[config.mk]
export PLATFORM = sky130hd
export DESIGN_NAME = tbrm_cell
export DESIGN_NICKNAME = d
export VERILOG_FILES = /design/src/design/tbrm_pkg.sv /design/src/design/tbrm_cell.sv
export SDC_FILE = /design/constraint.sdc
export NUM_CORES = 1
export LEC_CHECK = 0
export BUFFER_PORTS_ARGS = -buffer_cell sky130_fd_sc_hd__buf_4
export CORE_ASPECT_RATIO = 1.75
export CORE_MARGIN = 5
export CORE_UTILIZATION = 25
export CTS_BUF_LIST = sky130_fd_sc_hd__clkbuf_2 sky130_fd_sc_hd__clkbuf_4 sky130_fd_sc_hd__clkbuf_8
export DETAILED_ROUTE_END_ITERATION = 7
export GPL_ROUTABILITY_DRIVEN = 0
export PLACE_DENSITY = 0.54
export SYNTH_ARGS = -nofsm -noshare
export SYNTH_HDL_FRONTEND = slang
export SYNTH_SLANG_ARGS = --single-unit
[constraint.sdc]
create_clock -name i_clk -period 4.14 [get_ports i_clk]
set_input_delay 0.207 -clock i_clk [delete_from_list [all_inputs] [get_ports i_clk]]
set_output_delay 0.207 -clock i_clk [all_outputs]
set_load 0.02 [all_outputs]
[src/design/tbrm_pkg.sv]
// Shared types, constants and constant functions for the rotation matrix unit.
// Holds the CORDIC lane type, the arctangent table and the gain computation.
// No dependencies.
package tbrm_pkg;

    localparam int ANGLE_BITS_DEF = 16;
    localparam int FRAC_BITS_DEF  = 14;
    localparam int STAGES_DEF     = 16;
    localparam int MAX_STAGES     = 32;
    localparam int W_IO           = 16;
    localparam int W_XY           = 34;
    localparam int W_ACC          = 36;
    localparam int WORK_FRAC      = 30;

    typedef struct packed {
        logic signed [W_XY-1:0] x;
        logic signed [W_XY-1:0] y;
        logic signed [W_XY-1:0] z;
        logic                   flip;
    } t_lane;

    typedef logic signed [W_XY-1:0] t_q30;

    // atan(2^-i) in 32-bit turn units
    function automatic logic [31:0] f_atan(input int i);
        logic [31:0] a;
        case (i)
            0:  a = 32'h20000000;  1:  a = 32'h12E4051E;
            2:  a = 32'h09FB385B;  3:  a = 32'h051111D4;
            4:  a = 32'h028B0D43;  5:  a = 32'h0145D7E1;
            6:  a = 32'h00A2F61E;  7:  a = 32'h00517C55;
            8:  a = 32'h0028BE53;  9:  a = 32'h00145F2F;
            10: a = 32'h000A2F98;  11: a = 32'h000517CC;
            12: a = 32'h00028BE6;  13: a = 32'h000145F3;
            14: a = 32'h0000A2FA;  15: a = 32'h0000517D;
            16: a = 32'h000028BE;  17: a = 32'h0000145F;
            18: a = 32'h00000A30;  19: a = 32'h00000518;
            20: a = 32'h0000028C;  21: a = 32'h00000146;
            22: a = 32'h000000A3;  23: a = 32'h00000051;
            24: a = 32'h00000029;  25: a = 32'h00000014;
            26: a = 32'h0000000A;  27: a = 32'h00000005;
            28: a = 32'h00000003;  29: a = 32'h00000001;
            30: a = 32'h00000001;
            default: a = 32'h00000000;
        endcase
        return a;
    endfunction

    // Gain compensation K in Q30 for n stages, evaluated at elaboration
    function automatic longint unsigned f_gain(input int n);
        longint unsigned p;
        longint unsigned v;
        longint unsigned res;
        longint unsigned bt;
        longint unsigned num;
        longint unsigned rem;
        longint unsigned q;
        p = 64'd1 << WORK_FRAC;
        for (int i = 0; i < MAX_STAGES; i++) begin
            if (i < n) p = p + (p >> (2 * i));
        end
        v   = p << WORK_FRAC;
        res = 0;
        bt  = 64'd1 << 62;
        for (int k = 0; k < 32; k++) begin
            if (bt > v) bt = bt >> 2;
        end
        for (int k = 0; k < 32; k++) begin
            if (bt != 0) begin
                if (v >= res + bt) begin
                    v   = v - (res + bt);
                    res = (res >> 1) + bt;
                end else begin
                    res = res >> 1;
                end
                bt = bt >> 2;
            end
        end
        if (res == 0) res = 1;
        num = (64'd1 << 60) + (res >> 1);
        rem = 0;
        q   = 0;
        for (int k = 63; k >= 0; k--) begin
            rem = (rem << 1) | longint'(num[k]);
            if (rem >= res) begin
                rem  = rem - res;
                q[k] = 1'b1;
            end
        end
        return q;
    endfunction

    // Q30 product, rounded half up
    function automatic t_q30 f_mul(input t_q30 a, input t_q30 b);
        logic signed [2*W_XY-1:0] p;
        p = ((2*W_XY)'(a) * (2*W_XY)'(b) + ((2*W_XY)'(1) <<< (WORK_FRAC - 1))) >>> WORK_FRAC;
        return p[W_XY-1:0];
    endfunction

endpackage

[src/design/tbrm_cell.sv]
// One CORDIC rotation cell: a single micro-rotation for the x, y and z angle lanes.
// Depends on tbrm_pkg.
module tbrm_cell #(
    parameter int STAGE = 0
) (
    input  logic                  i_clk,
    input  logic                  i_rst_n,
    input  logic                  i_en,
    input  logic                  i_valid,
    input  tbrm_pkg::t_lane [2:0] i_lane,
    output logic                  o_valid,
    output tbrm_pkg::t_lane [2:0] o_lane
);
    import tbrm_pkg::*;

    localparam t_q30 ATAN = t_q30'(f_atan(STAGE));

    logic  r_valid;
    t_lane [2:0] r_lane;
    t_lane [2:0] n_lane;

    always_comb begin
        for (int l = 0; l < 3; l++) begin
            n_lane[l].flip = i_lane[l].flip;
            if (!i_lane[l].z[W_XY-1]) begin
                n_lane[l].x = i_lane[l].x - (i_lane[l].y >>> STAGE);
                n_lane[l].y = i_lane[l].y + (i_lane[l].x >>> STAGE);
                n_lane[l].z = i_lane[l].z - ATAN;
            end else begin
                n_lane[l].x = i_lane[l].x + (i_lane[l].y >>> STAGE);
                n_lane[l].y = i_lane[l].y - (i_lane[l].x >>> STAGE);
                n_lane[l].z = i_lane[l].z + ATAN;
            end
        end
    end

    always_ff @(posedge i_clk) begin
        if (!i_rst_n) begin
            r_valid <= 1'b0;
        end else if (i_en) begin
            r_valid <= i_valid;
        end
    end

    always_ff @(posedge i_clk) begin
        if (i_en) begin
            r_lane <= n_lane;
        end
    end

    assign o_valid = r_valid;
    assign o_lane  = r_lane;

endmodule

==> impl_metrics.yaml <==
status:
  outcome: "complete, no violations"
critical_path:
  cp-end-kind: "flip-flop"
  worstPathArrival_ns: 4.26
  path_max_fanout: 5
  critPathLaunchType: "primary input"
  crit_required_ns: 4.56
  critPathKind: "primary input to flip-flop"
power_and_ir_drop:
  worst_ir_drop_vdd_mv: 0.412
  power_density_nw_per_um2: 355
  leakagePower_nw: 15.5
timing:
  setup_viol: 0
  finalHoldViolations: 0
  rsz0062_at_grt: "no"
  tns_ns: 0
  fin_crit_ns: 3.85
  worst_slew_pin_slew_ns: 0.979
  maxSlewHeadroom_pct: 34.7
  min_period_over_period_pct: 92.9
  fmax_ghz: 0.260
  timing.final.max_slew_violations: 0
  hold_slack_ns: 0.0636
  fin_skew_ns: 0
clock_network:
  clkTransAtPathRegs_ns: 0.06
  clockBufferDepth: 3
  tritoncts: "done"
  clkLatencyLatePin_ns: 0.70
  root_buffer: "clkbuf_8"
  post_cts_buffers: 0
  htree_levels: 2
  cts_buffers: 55
  clkSinkCount: 307
  postCtsHoldBufs: 121
  post_cts_resized: 0
grt:
  grt_antenna_before_repair: 9
  grt_pass1_wl_mm: 168
  grt_max_degree: 90
  grt_pass1_vias: 26300
  gr-total-overflow: 0
  track_usage_pct: 19.5
placement:
  portBuffers: 622
  dp_hpwl_mm: 95.3
logic_synthesis:
  yosys_warnings: 0
  ys_types: 91
  synth_cells: 2951
  netlist_top_cells_count: "372 x a21oi_1, 308 x inv_1, 306 x edfxtp_1, 306 x ha_1, 215 x nor2_1"
  synth_top_area_cell: "edfxtp_1"
  synth_flop_cell: "edfxtp_1"
  syn_area_um2: 26500
  ys_seq_area_share_pct: 34.7
  yosysMostFrequentCell: "a21oi_1"
  synth_area_leaders: "edfxtp_1 35%, ha_1 14%, a21oi_1 7.0%, xnor2_1 5.4%, inv_1 4.4%"
  synthArstFlopShare_pct: 0
  avgSynthCellArea_um2: 8.99
  synth_edf_count: 306
  synth-seq-cells: 307
  yosys.area.top_type_share_pct: 34.7
  synth_nets: 3582
drt:
  route.detailed.drc: 0
  routedWlPerCell_um: 23.1
  drtAntennaViolNets: 0
  drtIter0Drc: 1819
  dr.pass1.iters: 6
  route.vias.total: 25800
  routed_wl_mm: 117
  vias_per_cell: 5.07
floorplanning:
  core-area_um2: 106000
  rows: 158
  die_y_um: 441
  die_area_um2: 113000
  ios: 623
  initial_core_util_pct: 25.1
  die_w_um: 256
flow_run:
  drv_cap: 0
finish:
  multiInputGateArea_um2: 15500
  fillers: 11000
  area_growth_pct: 33.3
  final_nets: 4309
  drive_gt1_share_pct: 22.0
  regArea_um2: 9210
min_path:
  hp-class: "primary input to flip-flop"
[path summary, 6_finish.rpt]
kind / start / to / slack (ns) / cells after the start
worst max-delay path: i_lane[275] / o_lane[267]$_DFFE_PP_ / 0.29 / 14
worst min-delay path: i_lane[68] / o_lane[102]$_DFFE_PP_ / 0.06 / 3
worst max register to register: o_valid$_SDFFE_PN0P_ / o_valid$_SDFFE_PN0P_ / 2.97 / 3
worst min register to register: o_valid$_SDFFE_PN0P_ / o_valid$_SDFFE_PN0P_ / 1.09 / 3
[report_power, final]
part	internal (W)	switching, W
logic	0.00188	0.00296
clock network	0.00200	0.00152
registers	0.00401	0.000181
[worst max-delay path: stages]
cell and delay, ns:
dlygate4sd3_1 0.53, buf_4 0.14, ha_1 0.27, fa_1 0.44
nor2b_1 0.17, o21ai_1 0.28, a211oi_1 0.16, or4_4 0.61
a211oi_2 0.42, a211oi_1 0.19, nor2_1 0.39, o21a_1 0.21
o22ai_1 0.09, xnor2_1 0.17
[placed cells by master (no fill, tap or decap), types with 10 or more instances in the layout]
master         instances
a211oi_1              32
a21o_1                71
a21oi_1              372
a31oi_1               21
and3_1                10
buf_4                681
bufinv_16             11
clkbuf_8              55
clkinv_1              16
dlygate4sd3_1        121
edfxtp_1             306
fa_1                  12
ha_1                 306
inv_1                307
mux2i_1               50
nand2_1              137
nand2b_1              28
nand3_1               26
nand3b_1              12
nand4_1               28
nor2_1               215
nor2b_1               38
nor3_1                71
nor4_1                16
o211ai_1              23
o21a_1                29
o21ai_0              198
o21ai_1               20
o21bai_1              64
o31ai_1               27
or3_1                 15
xnor2_1              162
xor2_1                39
[per-layer routing]
layer / up-vias / routed length, µm / global-route usage [%]
li1: 12000 / - / -
met1: 12100 / 38300 / 18.3
met2: 1263 / 60400 / 36.8
met3: 361 / 9330 / 5.43
met4: 6 / 9190 / 12.9
met5: - / 44 / 0
[stage by stage]
step	total power, W	instances	area, µm²	setup WS (ns)	utilization [%]
detailed placement	0.00898	4860	32800	0.192	31.1
global route	0.0132	5081	35300	0.278	33.4
CTS	0.0127	5076	35300	0.487	33.4
global placement	0.00898	4860	32800	0.196	31.1
finish	0.0126	5082	35300	0.295	33.4
floorplan	0.00684	2951	26500	1.22	-
[area by class of cell]
| cell class | count | share of cell area [%] |
|---|---|---|
| multi-input cells | 2190 | 44.0 |
| repair buffers | 806 | 18.1 |
| clock buffers | 61 | 2.27 |
| clock inverters | 34 | 1.36 |
| diodes | 6 | 0.0425 |
| flip-flops and latches | 307 | 26.1 |
| inverters | 318 | 3.38 |
| well taps | 1360 | 4.81 |
[state kept, by name, summed over array words and instances (netlist names)]
register,count
o_lane,306
o_valid,1
[logic make-up after synthesis]
logic type | after synthesis | share of synthesized area [%]
fa+ha+maj | 318 | 15.3
xor+xnor | 201 | 6.64
mux | 51 | 1.93
compound gates | 986 | 23.3
simple gates | 634 | 11.4
buf+inv | 454 | 6.63
flops | 307 | 34.7
No activity file was read; power rests on OpenSTA's default activity.
